[config.mk]
export PLATFORM = sky130hd
export DESIGN_NAME = gph_queue
export DESIGN_NICKNAME = d
export VERILOG_FILES = /design/src/design/gph_queue.sv
export SDC_FILE = /design/constraint.sdc
export NUM_CORES = 1
export LEC_CHECK = 0
export ABC_AREA = 1
export BUFFER_PORTS_ARGS = -buffer_cell sky130_fd_sc_hd__clkbuf_2
export CAP_MARGIN = 10
export CORE_MARGIN = 2
export CORE_UTILIZATION = 40
export CTS_BUF_LIST = sky130_fd_sc_hd__clkbuf_4
export CTS_CLUSTER_SIZE = 20
export DETAILED_ROUTE_END_ITERATION = 8
export PLACE_DENSITY = 0.7
export SETUP_SLACK_MARGIN = 0.3
export SLEW_MARGIN = 10
export SYNTH_ARGS = -nofsm -noshare
export SYNTH_HDL_FRONTEND = slang
export SYNTH_SLANG_ARGS = --single-unit
[constraint.sdc]
create_clock -name clk_i -period 2.2 [get_ports clk_i]
set_input_delay 0.44 -clock clk_i [delete_from_list [all_inputs] [get_ports clk_i]]
set_output_delay 0.44 -clock clk_i [all_outputs]
set_load 0.01 [all_outputs]
[src/design/gph_queue.sv]
// Short command queue between the front end and the histogram back end.
// Generic; no package dependency.
module gph_queue #(
  parameter int WIDTH = 8,
  parameter int DEPTH = 4
) (
  input  logic             clk_i,
  input  logic             rst_ni,
  input  logic             push_valid_i,
  output logic             push_ready_o,
  input  logic [WIDTH-1:0] push_data_i,
  output logic             pop_valid_o,
  input  logic             pop_ready_i,
  output logic [WIDTH-1:0] pop_data_o
);

  localparam int PW = $clog2(DEPTH);
  localparam int CW = $clog2(DEPTH + 1);

  logic [WIDTH-1:0] mem_q [DEPTH];
  logic [PW-1:0]    wr_q, rd_q;
  logic [CW-1:0]    cnt_q;
  logic             push, pop;

  assign push_ready_o = cnt_q != CW'(DEPTH);
  assign pop_valid_o  = cnt_q != '0;
  assign pop_data_o   = mem_q[rd_q];
  assign push = push_valid_i && push_ready_o;
  assign pop  = pop_valid_o && pop_ready_i;

  always_ff @(posedge clk_i or negedge rst_ni) begin
    if (!rst_ni) begin
      wr_q  <= '0;
      rd_q  <= '0;
      cnt_q <= '0;
    end else begin
      if (push) wr_q <= (int'(wr_q) == DEPTH - 1) ? '0 : wr_q + PW'(1);
      if (pop)  rd_q <= (int'(rd_q) == DEPTH - 1) ? '0 : rd_q + PW'(1);
      if (push && !pop) cnt_q <= cnt_q + CW'(1);
      else if (pop && !push) cnt_q <= cnt_q - CW'(1);
    end
  end

  always_ff @(posedge clk_i) begin
    if (push) mem_q[wr_q] <= push_data_i;
  end

endmodule

# After elaboration in Yosys (flattened, before gate mapping)
# Memories as Yosys holds them, arrays and structs flattened.
# Index checks and enable logic that the tools add are counted.
# totals
ff_bits	7
mem_bits_rw	32
inputBits	12
out_inout_bits	10
wordCells	25
n_memories	1
# mem_list
name	words	word_bits	read_ports	rd_clocked_by_memory_dff	write_ports	line_no	text
mem_q	4	8	1	0	1	20	logic [WIDTH-1:0] mem_q [DEPTH];
# classes
n_addsub	4
eq_ne	3
mux	6
n_reduce_logical	8
# ops
cell	n
two-way mux 3 bit	2
adder 2 x 1 -> 2 bit (second input constant)	2
== test 2 x 1 -> 1 bit (second input constant)	2
logical AND 1 bit	4
two-way mux 2 bit	2
adder 3 x 1 -> 3 bit (second input constant)	1
inequality test 3 bit (second input constant)	1
nonzero test 3 bit	1
subtractor 3 x 1 -> 3 bit (second input constant)	1
zero test 1 bit	2
two-way mux 1 bit	2
nonzero test 2 bit	1

# Depth between registers and ports, before layout
# depth
depth_word	6
depth_mapped	12
depth_no_buf	12

# Worst setup path after synthesis
# OpenSTA, ideal clock, no wires.
# synth_path
path_type	register to register
start	register cnt_q[1]
end	register cnt_q[2]
setup_time_ps	117
t_arrival_ps	1603
slack_ps	480
path_stages_with_launch	11
n_path_buf	0
period_less_slack_ps	1720
cell_sequence	dfrtp_1 inv_1 nand3_1 nand2_2 ha_1 inv_1 fa_1 nand2_1 nand3_1 nand2_1 nand2_1
# synth_between
elab_chain_cells	5
word_cells_on_any_way	13
# synth_rtl
element	line_no	text
start: declaration	22	logic [CW-1:0] cnt_q;
start signal: assignment	39	if (push && !pop) cnt_q <= cnt_q + CW'(1);
start signal: assignment	40	else if (pop && !push) cnt_q <= cnt_q - CW'(1);
nonzero test 3 bit *	26	assign pop_valid_o = cnt_q != '0;
net pop_valid_o	12	output logic pop_valid_o,
logical AND 1 bit *	29	assign pop = pop_valid_o && pop_ready_i;
zero test 1 bit	39	
logical AND 1 bit	39	
two-way mux 3 bit or nonzero test 2 bit (tied branches)	n/a	
# The timed path passes the listed nets; every way through them passes the cells marked *. The select of a mux whose other input is x is not followed.
# A chain may end at the register's enable or synchronous reset.

# Final worst setup path
# layout_path
start	register cnt_q[1]
end	register cnt_q[1]
# layout_between
elab_chain_cells	5
word_cells_on_any_way	13
# layout_rtl
element	line_no	text
inequality test 3 bit *	25	assign push_ready_o = cnt_q != CW'(DEPTH);
logical AND 1 bit *	28	assign push = push_valid_i && push_ready_o;
net push	23	logic push, pop;
zero test 1 bit	40	
logical AND 1 bit	40	
nonzero test 2 bit (no source line)	n/a	
# Marks and branches as above.

==> impl_metrics.toml <==
[outcome]
status = "completed"

[setup_path]
slowest_delay_ns = 0.42
cp.required_ns = 2.41
crit_chain = "inv_1, nand3_2, nand2_4, inv_1, ha_1, inv_1, fa_1, nand2_1, o21ai_0"
path_max_fanout = 7
endpoint_kind = "flop"
arrival_ns = 2.03
start_kind = "flop"
path_class = "flop to flop"
crit_top_cell = "inv_1"
rr_worst_depth = 9
critPathSlowestCell = "dfrtp_1"

[hold_path]
hp-class = "primary input to flop"
min_path_cells = 1

[floorplan]
dieWidth_um = 70.22
coreArea_mm2 = 0.004294
die-area_mm2 = 0.004931
die_h_um = 70.22
pin_count = 22
rows = 24
initial_utilization_pct = 40.85

[clock_tree]
post-cts-setup-buffers = 0
root_buffer = "clkbuf_4"
cts_inserted_buffers = 5
htree_num_levels = 2
cts_tree = "built"
clock_sinks = 39
clk_pin_slew_worst_paths_ns = 0.11
clock_path_buffers = 2
clk_latency_ns = 0.33

[timing]
timing.setup.tns_ns = 0
fmax_mhz = 550.8
worst_pin_slew_ns = 0.2901
setup_viol = 0
final.setup_skew_ns = 0.006575
hold_viol_final = 0
finalMaxSlewViolations = 0
max_slew_margin_pct = 80.64
finalCritPeriodShare_pct = 82.52
period_minus_slack_ns = 1.816
rsz0062_at_grt = "yes"

[final_layout]
final_area_mm2 = 0.002013
drive_gt1_share_pct = 21.31
num_antenna_cells = 0
layout.nets = 201
area_growth_syn_to_layout_pct = 14.76
fillCellCount = 402
final_util_pct = 46.88
layout_common_cells = "37 x nand2_1, 32 x edfxtp_1, 29 x inv_1"
layout_commonest_cell = "nand2_1"

[pwr]
ir_drop_uv = 547.5
power_density_mw_per_mm2 = 1257
p_total_mw = 2.530
p_leak_nw = 0.8959

[global_route]
grt_overflow = 0
grt_use_total_pct = 11.85
grt_max_degree = 36
antenna_found_initial = 0
grt_pass1_wl_um = 4319
grt_pass1_vias = 937

[synthesis]
synth_top_family_by_area = "simple AND/OR/NAND/NOR gates"
synth_simple_gate_area_share_pct = 12.55
synthMuxAreaShare_pct = 0
syn-instance-count = 152
synth-seq-cells = 39
seq_area_frac_synth_pct = 64.76
synth_compound_gate_area_share_pct = 7.133
synth_fa_ha_area_share_pct = 5.421
syn-num-nets = 171
synth_xor_area_share_pct = 0.4993
ys_warn_count = 0
yosysUniqueCellTypes = 16
avgSynthCellArea_um2 = 11.54
netlist_area_mm2 = 0.001754

[route]
wire_per_inst_um = 11.20
routed_via_density = 4.621
ant_nets = 0
drtIter0Drc = 54
routed-via-count = 1086
dr.pass1.iters = 4
drc_errors = 0
wirelength_um = 2633

[placement]
placed_cell_area_mm2 = 0.001913
hpwl_um = 1847
place.gp.congestion = 0.7421
portBuffers = 21

[job]
maxCapViolations = 0
## worst paths after layout
path,slack (ns),end,start
setup / recovery,0.38,cnt_q[1]$_DFFE_PN0P_,cnt_q[1]$_DFFE_PN0P_
hold / removal,0.31,mem_q[1][3]$_DFFE_PP_,push_data_i[3]
setup reg to reg,0.38,cnt_q[1]$_DFFE_PN0P_,cnt_q[1]$_DFFE_PN0P_
hold reg to reg,0.53,cnt_q[2]$_DFFE_PN0P_,cnt_q[2]$_DFFE_PN0P_
max in group asynchronous,1.57,cnt_q[2]$_DFFE_PN0P_,rst_ni
min in group asynchronous,0.46,rd_q[0]$_DFFE_PN0P_,rst_ni
## sequential cells by signal, indices dropped and copies added (netlist names)
name / count
cnt_q: 3
wr_q: 2
mem_q: 32
rd_q: 2
## through the flow
| step | std cells | hold WS (ns) | setup WS, ns |
|---|---|---|---|
| 2_1_floorplan | 152 | 0.1444 | 0.4798 |
| 3_3_place_gp | 226 | 0.2910 | 0.4175 |
| 3_5_place_dp | 226 | 0.2947 | 0.3647 |
| 4_1_cts | 235 | 0.2956 | 0.3376 |
| 5_1_grt | 235 | 0.2873 | 0.2428 |
| 6_report | 235 | 0.3128 | 0.3845 |
## layout make-up
cell class	instances	area [um^2]	share of cell area, %
clock buffer	5	37.54	1.865
clock inverter	3	43.79	2.175
inverter	30	112.6	5.594
multi-input combinational	78	454.2	22.56
sequential	39	1136	56.43
tap	52	65.06	3.232
timing repair buffer	28	163.9	8.142
## kinds of logic (layout without fill, tap and decap cells)
| logic type | after synthesis | after routing |
|---|---|---|
| flip-flops | 39 | 39 |
| adder cells (fa/ha/maj) | 7 | 7 |
| AO/OA/AOI/OAI | 17 | 17 |
| XOR/XNOR | 1 | 1 |
| AND/OR/NAND/NOR | 53 | 53 |
| buffers and inverters | 35 | 66 |
## Yosys cell counts
cell,number,share of area (%)
ha_1,6,4.3
inv_1,29,6.2
o21ai_0,1,0.29
inv_2,1,0.21
o211ai_1,16,6.8
xnor2_1,1,0.50
nand3_2,1,0.57
fa_1,1,1.1
edfxtp_1,32,55
nand2_1,37,7.9
nor2_1,6,1.3
dfrtp_1,7,10
nand3_1,6,1.7
nand4_1,1,0.36
buf_6,5,3.2
nand2_2,2,0.71
## critical path: cells and delay by family (launching register included)
| family | cells | cell delay [ns] |
|---|---|---|
| simple gates | 3 | 0.35 |
| flops | 1 | 0.42 |
| fa+ha+maj | 2 | 0.61 |
| compound gates | 1 | 0.08 |
| buf+inv | 3 | 0.25 |
## report_power, final
| group | internal (mW) | leakage, nW | total, mW | switching [mW] |
|---|---|---|---|---|
| clock network | 0.239 | 0.0452 | 0.465 | 0.226 |
| logic | 0.387 | 0.473 | 0.996 | 0.609 |
| registers | 0.990 | 0.378 | 1.07 | 0.0798 |
| total | 1.62 | 0.896 | 2.53 | 0.914 |
## metal layers
layer	vias to the layer above	share of wire, %	track usage (%)
li1	561	-	-
met1	505	45	15.33
met4	0	0.57	4.487
met2	18	50	18.55
met3	2	4.5	3.896
met5	-	0	0
## timing repair
action	4_1_cts	5_1_grt
endpoints found under the hold margin	7	0
hold buffers	1	0
setup endpoints to repair	0	10
resized for setup	0	2
Note: power is estimated with default switching activity, not from simulation.
