$ cat src/design/gph_pkg.sv
// Shared constants and types for the gamma pair histogrammer.
// No dependencies; imported by gph_front, gph_back and the core, but not by gph_queue.
package gph_pkg;

  localparam int OpW      = 2;
  localparam int SlotW    = 3;
  localparam int RawW     = 16;
  localparam int BinW     = 16;
  localparam int CountW   = 8;
  localparam int AxisRegW = 4;
  localparam int CfgIdxW  = 3;
  localparam int CfgDataW = 64;
  localparam int ShiftW   = 8;
  localparam int ShiftEntries = 8;
  localparam int CmdKindW = 2;

  localparam logic [OpW-1:0] OP_EVENT = 2'd0;
  localparam logic [OpW-1:0] OP_READ  = 2'd1;
  localparam logic [OpW-1:0] OP_WRITE = 2'd2;

  localparam logic [CfgIdxW-1:0] CFG_X_BITS     = 3'd0;
  localparam logic [CfgIdxW-1:0] CFG_Y_BITS     = 3'd1;
  localparam logic [CfgIdxW-1:0] CFG_SLOTS      = 3'd2;
  localparam logic [CfgIdxW-1:0] CFG_SHIFT_TBL  = 3'd3;

  localparam logic [AxisRegW-1:0] AXIS_BITS_RESET = 4'd8;
  localparam logic [AxisRegW-1:0] SLOTS_RESET     = 4'd8;

  typedef enum logic [CmdKindW-1:0] {
    CMD_READ  = 2'd0,
    CMD_WRITE = 2'd1,
    CMD_INC   = 2'd2
  } cmd_kind_e;

endpackage

$ cat src/design/gph_front.sv
// Front end: config registers, slot store, per-slot scaling and pair sequencer.
// Depends on gph_pkg; feeds bin commands into gph_queue.
module gph_front #(
  parameter int MAX_SLOTS     = 8,
  parameter int MAX_AXIS_BITS = 8,
  parameter int VALUE_BITS    = 16
) (
  input  logic                            clk_i,
  input  logic                            rst_ni,
  input  logic                            cfg_we_i,
  input  logic [gph_pkg::CfgIdxW-1:0]     cfg_index_i,
  input  logic [gph_pkg::CfgDataW-1:0]    cfg_data_i,
  input  logic                            in_valid_i,
  output logic                            in_ready_o,
  input  logic [gph_pkg::OpW-1:0]         op_i,
  input  logic [gph_pkg::SlotW-1:0]       slot_i,
  input  logic [gph_pkg::RawW-1:0]        raw_value_i,
  input  logic                            value_valid_i,
  input  logic                            event_end_i,
  input  logic [gph_pkg::BinW-1:0]        bin_x_i,
  input  logic [gph_pkg::BinW-1:0]        bin_y_i,
  input  logic [gph_pkg::CountW-1:0]      write_count_i,
  input  logic                            hold_i,
  output logic                            cmd_valid_o,
  input  logic                            cmd_ready_i,
  output gph_pkg::cmd_kind_e              cmd_kind_o,
  output logic [2*MAX_AXIS_BITS-1:0]      cmd_addr_o,
  output logic [gph_pkg::CountW-1:0]      cmd_data_o,
  output logic                            cmd_err_o
);
  import gph_pkg::*;

  localparam int SW  = (VALUE_BITS < RawW) ? VALUE_BITS : RawW;
  localparam int MA  = MAX_AXIS_BITS;
  localparam int AW  = 2 * MA;
  localparam int RW  = SW + MA;
  localparam int SIW = $clog2(MAX_SLOTS);
  localparam int NW  = $clog2(MAX_SLOTS + 1);

  localparam logic [1:0] ST_IDLE  = 2'd0;
  localparam logic [1:0] ST_SCALE = 2'd1;
  localparam logic [1:0] ST_PAIR  = 2'd2;

  logic [1:0]          st_q, st_d;
  logic [AxisRegW-1:0] x_bits_q, y_bits_q, slots_q;
  logic [CfgDataW-1:0] shift_tbl_q;

  logic [SW-1:0]  vals_q [MAX_SLOTS];
  logic [MAX_SLOTS-1:0] pres_q;
  logic [MA-1:0]  sx_q [MAX_SLOTS];
  logic [MA-1:0]  sy_q [MAX_SLOTS];
  logic [MAX_SLOTS-1:0] fx_q, fy_q;
  logic [SIW-1:0] k_q, i_q, j_q;

  logic [AxisRegW-1:0] xb, yb;
  logic [NW-1:0]       n_eff;
  logic                in_fire, is_rw, is_evt, slot_ok, rw_err;
  logic [AW-1:0]       rw_addr, pair_addr;
  logic                pair_hit, pair_step, last_k, last_j, last_i, end_pairs;

  logic [AxisRegW-1:0] k_ext;
  logic [ShiftW-1:0]   sh;
  logic [ShiftW-1:0]   sh_neg;
  logic [SW-1:0]       v;
  logic [RW-1:0]       r;
  logic                r_ok, fit_x, fit_y;

  always_comb begin
    if (x_bits_q == '0) xb = AxisRegW'(1);
    else if (int'(x_bits_q) > MAX_AXIS_BITS) xb = AxisRegW'(MAX_AXIS_BITS);
    else xb = x_bits_q;
    if (y_bits_q == '0) yb = AxisRegW'(1);
    else if (int'(y_bits_q) > MAX_AXIS_BITS) yb = AxisRegW'(MAX_AXIS_BITS);
    else yb = y_bits_q;
    if (int'(slots_q) > MAX_SLOTS) n_eff = NW'(MAX_SLOTS);
    else n_eff = NW'(slots_q);
  end

  assign is_rw   = (op_i == OP_READ) || (op_i == OP_WRITE);
  assign is_evt  = (op_i == OP_EVENT);
  assign slot_ok = int'(slot_i) < MAX_SLOTS;
  assign in_ready_o = (st_q == ST_IDLE) && !hold_i && cmd_ready_i;
  assign in_fire = in_valid_i && in_ready_o;

  assign rw_err  = ((bin_x_i >> xb) != '0) || ((bin_y_i >> yb) != '0);
  assign rw_addr = (AW'(bin_y_i[MA-1:0]) << xb) | AW'(bin_x_i[MA-1:0]);

  // per-slot scaling, one slot a cycle
  assign k_ext = AxisRegW'(k_q);
  assign v     = vals_q[k_q];
  assign sh    = k_ext[3] ? '0 : shift_tbl_q[{k_ext[2:0], 3'b000} +: ShiftW];
  assign sh_neg = ~sh + ShiftW'(1);

  always_comb begin
    r    = '0;
    r_ok = 1'b1;
    if (!sh[ShiftW-1]) begin
      r = RW'(v) >> sh[ShiftW-2:0];
    end else if (v == '0) begin
      r = '0;
    end else if (sh_neg >= ShiftW'(MAX_AXIS_BITS)) begin
      r_ok = 1'b0;
    end else begin
      r = RW'(v) << sh_neg;
    end
  end

  assign fit_x = pres_q[k_q] && r_ok && ((r >> xb) == '0);
  assign fit_y = pres_q[k_q] && r_ok && ((r >> yb) == '0);
  assign last_k = (NW'(k_q) + NW'(1)) == n_eff;

  assign pair_hit  = fx_q[i_q] && fy_q[j_q];
  assign pair_addr = (AW'(sy_q[j_q]) << xb) | AW'(sx_q[i_q]);
  assign pair_step = (st_q == ST_PAIR) && (!pair_hit || cmd_ready_i);
  assign last_j    = (NW'(j_q) + NW'(1)) == n_eff;
  assign last_i    = (NW'(i_q) + NW'(2)) == n_eff;
  assign end_pairs = pair_step && last_j && last_i;

  always_comb begin
    cmd_valid_o = 1'b0;
    cmd_kind_o  = CMD_INC;
    cmd_addr_o  = pair_addr;
    cmd_data_o  = write_count_i;
    cmd_err_o   = 1'b0;
    if (st_q == ST_PAIR) begin
      cmd_valid_o = pair_hit;
    end else if (st_q == ST_IDLE) begin
      cmd_valid_o = in_valid_i && !hold_i && is_rw;
      cmd_kind_o  = (op_i == OP_WRITE) ? CMD_WRITE : CMD_READ;
      cmd_addr_o  = rw_addr;
      cmd_err_o   = rw_err;
    end
  end

  always_comb begin
    st_d = st_q;
    unique case (st_q)
      ST_IDLE: begin
        if (in_fire && is_evt && event_end_i && n_eff >= NW'(2)) st_d = ST_SCALE;
      end
      ST_SCALE: begin
        if (last_k) st_d = ST_PAIR;
      end
      ST_PAIR: begin
        if (end_pairs) st_d = ST_IDLE;
      end
      default: st_d = ST_IDLE;
    endcase
  end

  always_ff @(posedge clk_i or negedge rst_ni) begin
    if (!rst_ni) begin
      st_q        <= ST_IDLE;
      x_bits_q    <= AXIS_BITS_RESET;
      y_bits_q    <= AXIS_BITS_RESET;
      slots_q     <= SLOTS_RESET;
      shift_tbl_q <= '0;
      pres_q      <= '0;
      k_q         <= '0;
      i_q         <= '0;
      j_q         <= '0;
    end else begin
      st_q <= st_d;
      if (cfg_we_i) begin
        unique case (cfg_index_i)
          CFG_X_BITS:    x_bits_q    <= cfg_data_i[AxisRegW-1:0];
          CFG_Y_BITS:    y_bits_q    <= cfg_data_i[AxisRegW-1:0];
          CFG_SLOTS:     slots_q     <= cfg_data_i[AxisRegW-1:0];
          CFG_SHIFT_TBL: shift_tbl_q <= cfg_data_i;
          default: ;
        endcase
      end
      if (in_fire && is_evt) begin
        if (event_end_i && n_eff < NW'(2)) pres_q <= '0;
        else if (slot_ok) pres_q[SIW'(slot_i)] <= value_valid_i;
        k_q <= '0;
      end
      if (st_q == ST_SCALE) begin
        k_q <= k_q + SIW'(1);
        i_q <= '0;
        j_q <= SIW'(1);
      end
      if (pair_step) begin
        if (last_j) begin
          i_q <= i_q + SIW'(1);
          j_q <= SIW'(i_q + SIW'(2));
        end else begin
          j_q <= j_q + SIW'(1);
        end
      end
      if (end_pairs) pres_q <= '0;
    end
  end

  always_ff @(posedge clk_i) begin
    if (in_fire && is_evt && slot_ok) vals_q[SIW'(slot_i)] <= raw_value_i[SW-1:0];
    if (st_q == ST_SCALE) begin
      sx_q[k_q] <= r[MA-1:0];
      sy_q[k_q] <= r[MA-1:0];
    end
  end

  always_ff @(posedge clk_i or negedge rst_ni) begin
    if (!rst_ni) begin
      fx_q <= '0;
      fy_q <= '0;
    end else if (st_q == ST_SCALE) begin
      fx_q[k_q] <= fit_x;
      fy_q[k_q] <= fit_y;
    end
  end

endmodule

$ cat config.mk
export PLATFORM = sky130hd
export DESIGN_NAME = gph_front
export DESIGN_NICKNAME = d
export VERILOG_FILES = /design/src/design/gph_pkg.sv /design/src/design/gph_front.sv
export SDC_FILE = /design/constraint.sdc
export NUM_CORES = 1
export LEC_CHECK = 0
export BUFFER_PORTS_ARGS = -buffer_cell sky130_fd_sc_hd__buf_4
export CELL_PAD_IN_SITES_DETAIL_PLACEMENT = 0
export CELL_PAD_IN_SITES_GLOBAL_PLACEMENT = 1
export CORE_UTILIZATION = 44
export DETAILED_ROUTE_END_ITERATION = 8
export PLACE_DENSITY_LB_ADDON = 0.08
export SETUP_SLACK_MARGIN = 0.2
export SYNTH_ARGS = -nofsm -noshare
export SYNTH_HDL_FRONTEND = slang
export SYNTH_SLANG_ARGS = --single-unit
$ cat constraint.sdc
create_clock -name clk_i -period 4.8 [get_ports clk_i]
set_input_delay 0.48 -clock clk_i [delete_from_list [all_inputs] [get_ports clk_i]]
set_output_delay 0.48 -clock clk_i [all_outputs]
set_load 0.02 [all_outputs]
Word-level counts from Yosys, hierarchy flattened
Memory sizes are Yosys's and may differ from the RTL's.
Cells that the tools add are included.
{"block": "totals", "regBits": 111, "latchBits": 0, "ram_bits": 256, "rom_bits": 0, "in_bits": 136, "output_inout_bits": 29, "elab_cells": 152, "n_memories": 3}
{"block": "op_classes", "add_sub_neg": 8, "mul": 0, "div": 0, "magnitude_cmp": 12, "eq_ne": 13, "shift": 9, "n_mux": 52, "bitwise_logic": 3, "reduce_logical": 41}
{"name": "vals_q", "depth": 8, "width": 16, "rd": 1, "rd_ports_with_merged_regs": 0, "write_ports": 1, "line": "gph_front.sv:48", "rtl": "logic [SW-1:0] vals_q [MAX_SLOTS];"}
{"name": "sx_q", "depth": 8, "width": 8, "rd": 1, "rd_ports_with_merged_regs": 0, "write_ports": 1, "line": "gph_front.sv:50", "rtl": "logic [MA-1:0] sx_q [MAX_SLOTS];"}
{"name": "sy_q", "depth": 8, "width": 8, "rd": 1, "rd_ports_with_merged_regs": 0, "write_ports": 1, "line": "gph_front.sv:51", "rtl": "logic [MA-1:0] sy_q [MAX_SLOTS];"}
{"cell": "two-way mux 24 bit", "n": 3}
{"cell": "variable part select 64 x 7 -> 8 bit", "n": 1}
{"cell": "zero test 24 bit", "n": 2}
{"cell": "right shift 24 x 4 -> 24 bit", "n": 2}
{"cell": "two-way mux 16 bit", "n": 2}
{"cell": "bitwise OR 16 x 8 -> 16 bit", "n": 2}
{"cell": "nonzero test 16 bit", "n": 2}
{"cell": "left shift 8 x 4 -> 16 bit", "n": 2}
{"cell": "right shift 16 x 4 -> 16 bit", "n": 2}
{"cell": "bitwise mux 8 bit", "n": 3}
{"cell": "two-way mux 3 bit", "n": 8}
{"cell": "two-way mux 8 bit", "n": 3}
{"cell": "left shift 16 x 8 -> 24 bit", "n": 1}
{"cell": "right shift 16 x 7 -> 24 bit", "n": 1}
{"cell": "two-way mux 4 bit", "n": 5}
{"cell": "logical AND 1 bit", "n": 18}
{"cell": "two-way mux 1 bit", "n": 17}
{"cell": "zero test 16 bit", "n": 1}
{"cell": "< comparator 3 x 4 -> 1 bit, second input constant", "n": 4}
{"cell": "equality test 4 bit", "n": 3}
{"cell": "> comparator 4 bit, second input constant", "n": 3}
{"cell": "two-way mux 2 bit", "n": 5}
{"cell": "adder 3 x 1 -> 3 bit, second input constant", "n": 3}
{"cell": "binary-select mux 1 bit (select 3 bit)", "n": 3}
{"cell": "other kinds (25)", "n": 42}

Longest topological paths before layout
{"block": "depth", "depth_word": 11, "depth_mapped": 21, "mapped_depth_nobuf": 15}

Worst setup path after synthesis
OpenSTA, ideal clock, no wires.
{"block": "synth_timing", "kind": "reg2reg", "startpoint": "register k_q[0]", "endpoint": "register fy_q[7]", "setup_time_ns": 0.125, "arrival_ns": 4.884, "t_required_ns": 4.675, "slack_ns": -0.208, "path_stages_with_launch": 21, "path_buffers": 5, "synth_period_minus_slack_ns": 5.008, "cell_sequence": "dfrtp_1 buf_6 mux4_2 mux2_2 buf_2 inv_2 buf_4 buf_2 ha_1 clkbuf_1 inv_1 a21oi_1 nand3_1 a211oi_1 nand2_1 o32ai_1 a211oi_1 a21o_1 nand4_1 a211oi_2 mux2_2"}
{"block": "synth_via", "elab_chain_cells": 11, "elab_cells_between_ends": 26, "classes_between": "add/sub: 1; order compare: 3; shift: 4; mux: 11; bitwise: 1; reduce/logical: 5; memory: 1"}
{"item": "start, declared", "line": "gph_front.sv:53", "rtl": "logic [SIW-1:0] k_q, i_q, j_q;"}
{"item": "start signal, assigned", "line": "gph_front.sv:179", "rtl": "k_q <= k_q + SIW'(1);"}
{"item": "variable part select 64 x 7 -> 8 bit", "line": "gph_front.sv:91", "rtl": "assign sh = k_ext[3] ? '0 : shift_tbl_q[{k_ext[2:0], 3'b000} +: ShiftW];"}
{"item": "inverter 8 bit", "line": "gph_front.sv:92", "rtl": "assign sh_neg = ~sh + ShiftW'(1);"}
{"item": "adder 8 x 1 -> 8 bit", "line": "gph_front.sv:92"}
{"item": "greater-or-equal comparator 8 x 4 -> 1 bit / left shift 16 x 8 -> 24 bit (equally long branches)", "line": "gph_front.sv:101, gph_front.sv:104"}
{"item": "two-way mux 24 bit", "line": "gph_front.sv:101", "rtl": "end else if (sh_neg >= ShiftW'(MAX_AXIS_BITS)) begin"}
{"item": "two-way mux 24 bit", "line": "gph_front.sv:99", "rtl": "end else if (v == '0) begin"}
{"item": "two-way mux 24 bit (*)", "line": "gph_front.sv:97", "rtl": "if (!sh[ShiftW-1]) begin"}
{"item": "net r[0]", "line": "gph_front.sv:65", "rtl": "logic [RW-1:0] r;"}
{"item": "right shift 24 x 4 -> 24 bit (*)", "line": "gph_front.sv:109", "rtl": "assign fit_y = pres_q[k_q] && r_ok && ((r >> yb) == '0);"}
{"item": "zero test 24 bit (*)", "line": "gph_front.sv:109"}
{"item": "logical AND 1 bit (*)", "line": "gph_front.sv:109"}
{"item": "bitwise mux 8 bit (*)", "line": "gph_front.sv:209", "rtl": "fy_q[k_q] <= fit_y;"}
{"item": "end signal, assigned by index", "line": "gph_front.sv:209"}
{"item": "end, declared", "line": "gph_front.sv:52", "rtl": "logic [MAX_SLOTS-1:0] fx_q, fy_q;"}
The timed path passes the listed nets; every way through them passes the cells marked *. The select of a mux whose other input is x is not followed.
A chain may end at the register's enable or synchronous reset.

Worst setup path in the final report
{"block": "layout_timing", "startpoint": "register k_q[0]", "endpoint": "register fx_q[3]"}
{"block": "layout_via", "elab_chain_cells": 11, "elab_cells_between_ends": 26, "classes_between": "add/sub: 1; order compare: 3; shift: 4; mux: 11; bitwise: 1; reduce/logical: 5; memory: 1"}
{"item": "variable part select 64 x 7 -> 8 bit", "line": "gph_front.sv:91"}
{"item": "inverter 8 bit", "line": "gph_front.sv:92"}
{"item": "adder 8 x 1 -> 8 bit", "line": "gph_front.sv:92"}
{"item": "greater-or-equal comparator 8 x 4 -> 1 bit / left shift 16 x 8 -> 24 bit (equally long branches)", "line": "gph_front.sv:101, gph_front.sv:104"}
{"item": "two-way mux 24 bit", "line": "gph_front.sv:101"}
{"item": "two-way mux 24 bit", "line": "gph_front.sv:99"}
{"item": "two-way mux 24 bit", "line": "gph_front.sv:97"}
{"item": "right shift 24 x 4 -> 24 bit", "line": "gph_front.sv:108", "rtl": "assign fit_x = pres_q[k_q] && r_ok && ((r >> xb) == '0);"}
{"item": "zero test 24 bit", "line": "gph_front.sv:108"}
{"item": "logical AND 1 bit", "line": "gph_front.sv:108"}
{"item": "bitwise mux 8 bit (*)", "line": "gph_front.sv:208", "rtl": "fx_q[k_q] <= fit_x;"}
{"item": "end signal, assigned by index", "line": "gph_front.sv:208"}
{"item": "end, declared", "line": "gph_front.sv:52"}
Mark *: on every way between the ends. The rest lies on a longest branch, timed or not. The select of a mux whose other input is x is not followed.

==> qor.yml <==
seq_area_frac_synth: 0.5050
worst-setup-path-type: "reg -> reg"
fp.coreArea_um2: 37760
reg2reg_depth: 17
synth-async-reset-ratio: 0.3663
cts_tree: "built"
viasPerCell: 5.897
synthFlopType: "edfxtp_1"
yosysWarningCount: 0
grt_util_met1: 0.3210
synth_nets: 1471
grt_max_degree: 65
reg2reg_to: "fx_q[3]"
power_frac_comb: 0.542
leakagePower_nw: 7.962
grt_pass1_wl_mm: 72.59
final_antenna_net_count: 0
worst_hold_slack_ps: -6.553
vias: 12350
timing.rr.start: "k_q[0]"
stdcell_count: 2094
hold_violations: 2
drc: 0
finalCritPeriodShare: 0.9368
p_int_mw: 7.516
cap_violations: 0
drtIter0Drc: 762
n_fill_cell: 3153
vdd_drop_max_v: 0.0003462
p_per_area_nw_per_um2: 604.2
rsz0062_at_grt: "true"
io_buffers: 148
dp_hpwl_mm: 34.94
netSwitchingFraction: 0.4068
clk_latency_ps: 590
nNetsFinal: 1702
holdBufCountCts: 0
synth.avg_cell_area_um2: 12.74
synthCells: 1328
p_seq_frac: 0.264
p_sw_mw: 5.155
finalSetupViolCount: 0
core.rowCount: 71
stdcell_area_um2: 20970
cp-start-kind: "flip-flop"
required_ps: 5250
worst_setup_hold_path_clk_slew_ps: 70
numCtsBuffers: 30
hold_path_class: "in -> async"
met3_usage: 0.02896
worst-r2r-setup-slack_ps: 300
htreeDepth: 1
overflow: 0
grt_pass1_vias: 12180
fp.dieW_um: 198.1
status: "finished with violations"
ys_types: 84
gp_congestion: 0.9169
first_pass_iters: 5
initial_core_util: 0.4483
synth_area_um2: 16920
worst_pin_slew_ps: 1109
violations: "hold timing"
grt_usage: 0.2466
relSlewSlack: 0.2599
end_kind: "flip-flop"
fin_crit_ps: 4497
wl_per_cell_um: 23.17
syn2layout_area_growth_pct: 23.92
finalClockSkew_ps: 18.65
synth_edf_count: 192
antenna_cells: 0
ys_ff_latch: 303
cts_sinks: 303
dp.cells: 2008
drt-total-wl_mm: 48.53
tns_ps: 0
ctsLongestPathBuffers: 3
clock.fmax_mhz: 222.4
drive_gt1_frac: 0.4011
slew_violations: 0
place_area_um2: 19190
path_max_fanout: 12
grt_use_met2: 0.4351
p_clk_frac: 0.194
cts_root_buf: "clkbuf_16"
crit_arrival_ps: 4950
busiest_layer: "met2"
die_area_um2: 39250
antenna_found_initial: 0
ioPinCount: 165
die_h_um: 198.1
## cell type report
class,instances,area [um^2],share of cell area
Sequential cell,303,8556,0.4079
Multi-Input combinational cell,905,8304,0.3959
Timing Repair Buffer,292,2312,0.1102
Clock buffer,34,785.8,0.03746
Tap cell,511,639.4,0.03048
Clock inverter,22,275.3,0.01312
Inverter,27,101.3,0.004832
## critical path: stages, from the launching register on
cell and delay [ps]:
dfrtp_4 530, buf_4 160, mux4_2 480, mux2_2 310, buf_4 210, a211oi_4 340
nand3_2 160, a211oi_2 300, nand2_2 140, buf_6 160, buf_4 140, o21ai_4 200
nor4_1 90, o32ai_2 400, buf_4 180, nor3_2 40, o2111ai_4 340, mux2i_1 140
## cells in the mapped netlist, drive strengths merged, types with 7 or more instances
cell | n | area [um^2]
edfxtp | 192 | 5766
mux2 | 109 | 1227
dfrtp | 108 | 2703
mux2i | 96 | 960.9
nand2 | 95 | 356.6
nor2 | 94 | 352.8
mux4 | 90 | 2027
a21oi | 55 | 275.3
clkbuf | 53 | 198.9
o21ai | 48 | 244.0
buf | 40 | 250.2
nor3 | 37 | 190.2
nand3 | 30 | 150.1
inv | 25 | 93.84
a211oi | 20 | 185.2
nor4 | 16 | 121.4
a221oi | 11 | 96.34
a22oi | 11 | 92.58
o22ai | 11 | 75.07
and2 | 10 | 62.56
nor2b | 10 | 62.56
o211ai | 10 | 75.07
a31oi | 9 | 56.30
nand4 | 9 | 56.30
o32ai | 9 | 78.83
a2111oi | 8 | 76.32
and3 | 7 | 43.79
ha | 7 | 87.58
o311ai | 7 | 61.31
o31ai | 7 | 52.55
o41ai | 7 | 61.31
xnor2 | 7 | 61.31
## timing repair
item | in CTS | in global routing
setup buffers | 0 | 29
pin swaps | 0 | 27
cloned | 0 | 1
setup endpoints to repair | 8 | 16
endpoints found under the hold margin | 0 | 0
resized for setup | 6 | 88
## flip-flops by register name, indices dropped and copies added, names as in the netlist, 4 cells and up
signal       count
fx_q             8
fy_q             8
pres_q           8
shift_tbl_q     64
slots_q          4
sy_q            64
vals_q         128
x_bits_q         4
y_bits_q         4
## cell usage in the layout, fill, tap and decap left out, types with 8 or more instances in the layout
| cell | count |
|---|---|
| a221oi_1 | 11 |
| nor3_2 | 8 |
| a21oi_1 | 51 |
| nand3_1 | 28 |
| o21ai_0 | 36 |
| mux4_2 | 90 |
| buf_4 | 279 |
| dfrtp_1 | 105 |
| mux2i_2 | 12 |
| edfxtp_1 | 192 |
| o211ai_1 | 10 |
| a211oi_1 | 12 |
| a31oi_1 | 8 |
| nor2b_1 | 8 |
| inv_1 | 24 |
| nor3_1 | 28 |
| o21ai_1 | 8 |
| nand4_1 | 9 |
| nor4_1 | 12 |
| mux2_2 | 105 |
| clkbuf_16 | 31 |
| nor2_1 | 91 |
| nand2_1 | 92 |
| mux2i_1 | 82 |
## cells by family (layout without fill, tap and decap cells)
family	Yosys count	after routing	synth area share
fa+ha+maj	8	8	0.005766
flops	303	303	0.5050
buf+inv	120	375	0.03253
xor+xnor	10	10	0.005175
simple gates	336	336	0.09514
mux	295	295	0.2491
compound gates	256	256	0.1073
## how the worst max path moves through the flow
stage / start / to
after CTS: k_q[2] / fx_q[3]
after floorplan: k_q[0] / fx_q[2]
after global routing: k_q[0] / fx_q[2]
after global placement: k_q[0] / fx_q[2]
after detailed placement: k_q[0] / fx_q[3]
final: k_q[0] / fx_q[3]
## through the flow
stage / total power, mW / setup WS (ps) / util / hold slack [ps]
floorplan: 7.381 / 256.7 / - / 184.4
global placement: 9.655 / 182.5 / 0.5084 / 464.1
detailed placement: 9.651 / 58.54 / 0.5084 / 471.7
CTS: 12.17 / 225.6 / 0.5373 / 8.220
global route: 13.35 / 116.3 / 0.5555 / 37.27
finish: 12.67 / 303.2 / 0.5555 / -6.553
## per-layer routing
layer / wire length [um] / up-vias
li1: - / 5694
met1: 20450 / 6263
met2: 24960 / 327
met3: 2054 / 64
met4: 1060 / 0
met5: 0 / -
## power by group through the flow
stage               logic, mW  clock network, mW  registers, mW
floorplan                4.20                  0           3.18
global placement         6.27                  0           3.39
detailed placement       6.26                  0           3.39
CTS                      6.30               2.52           3.34
global route             7.35               2.62           3.38
finish                   6.87               2.46           3.34
No activity file was read; power rests on OpenSTA's default activity.
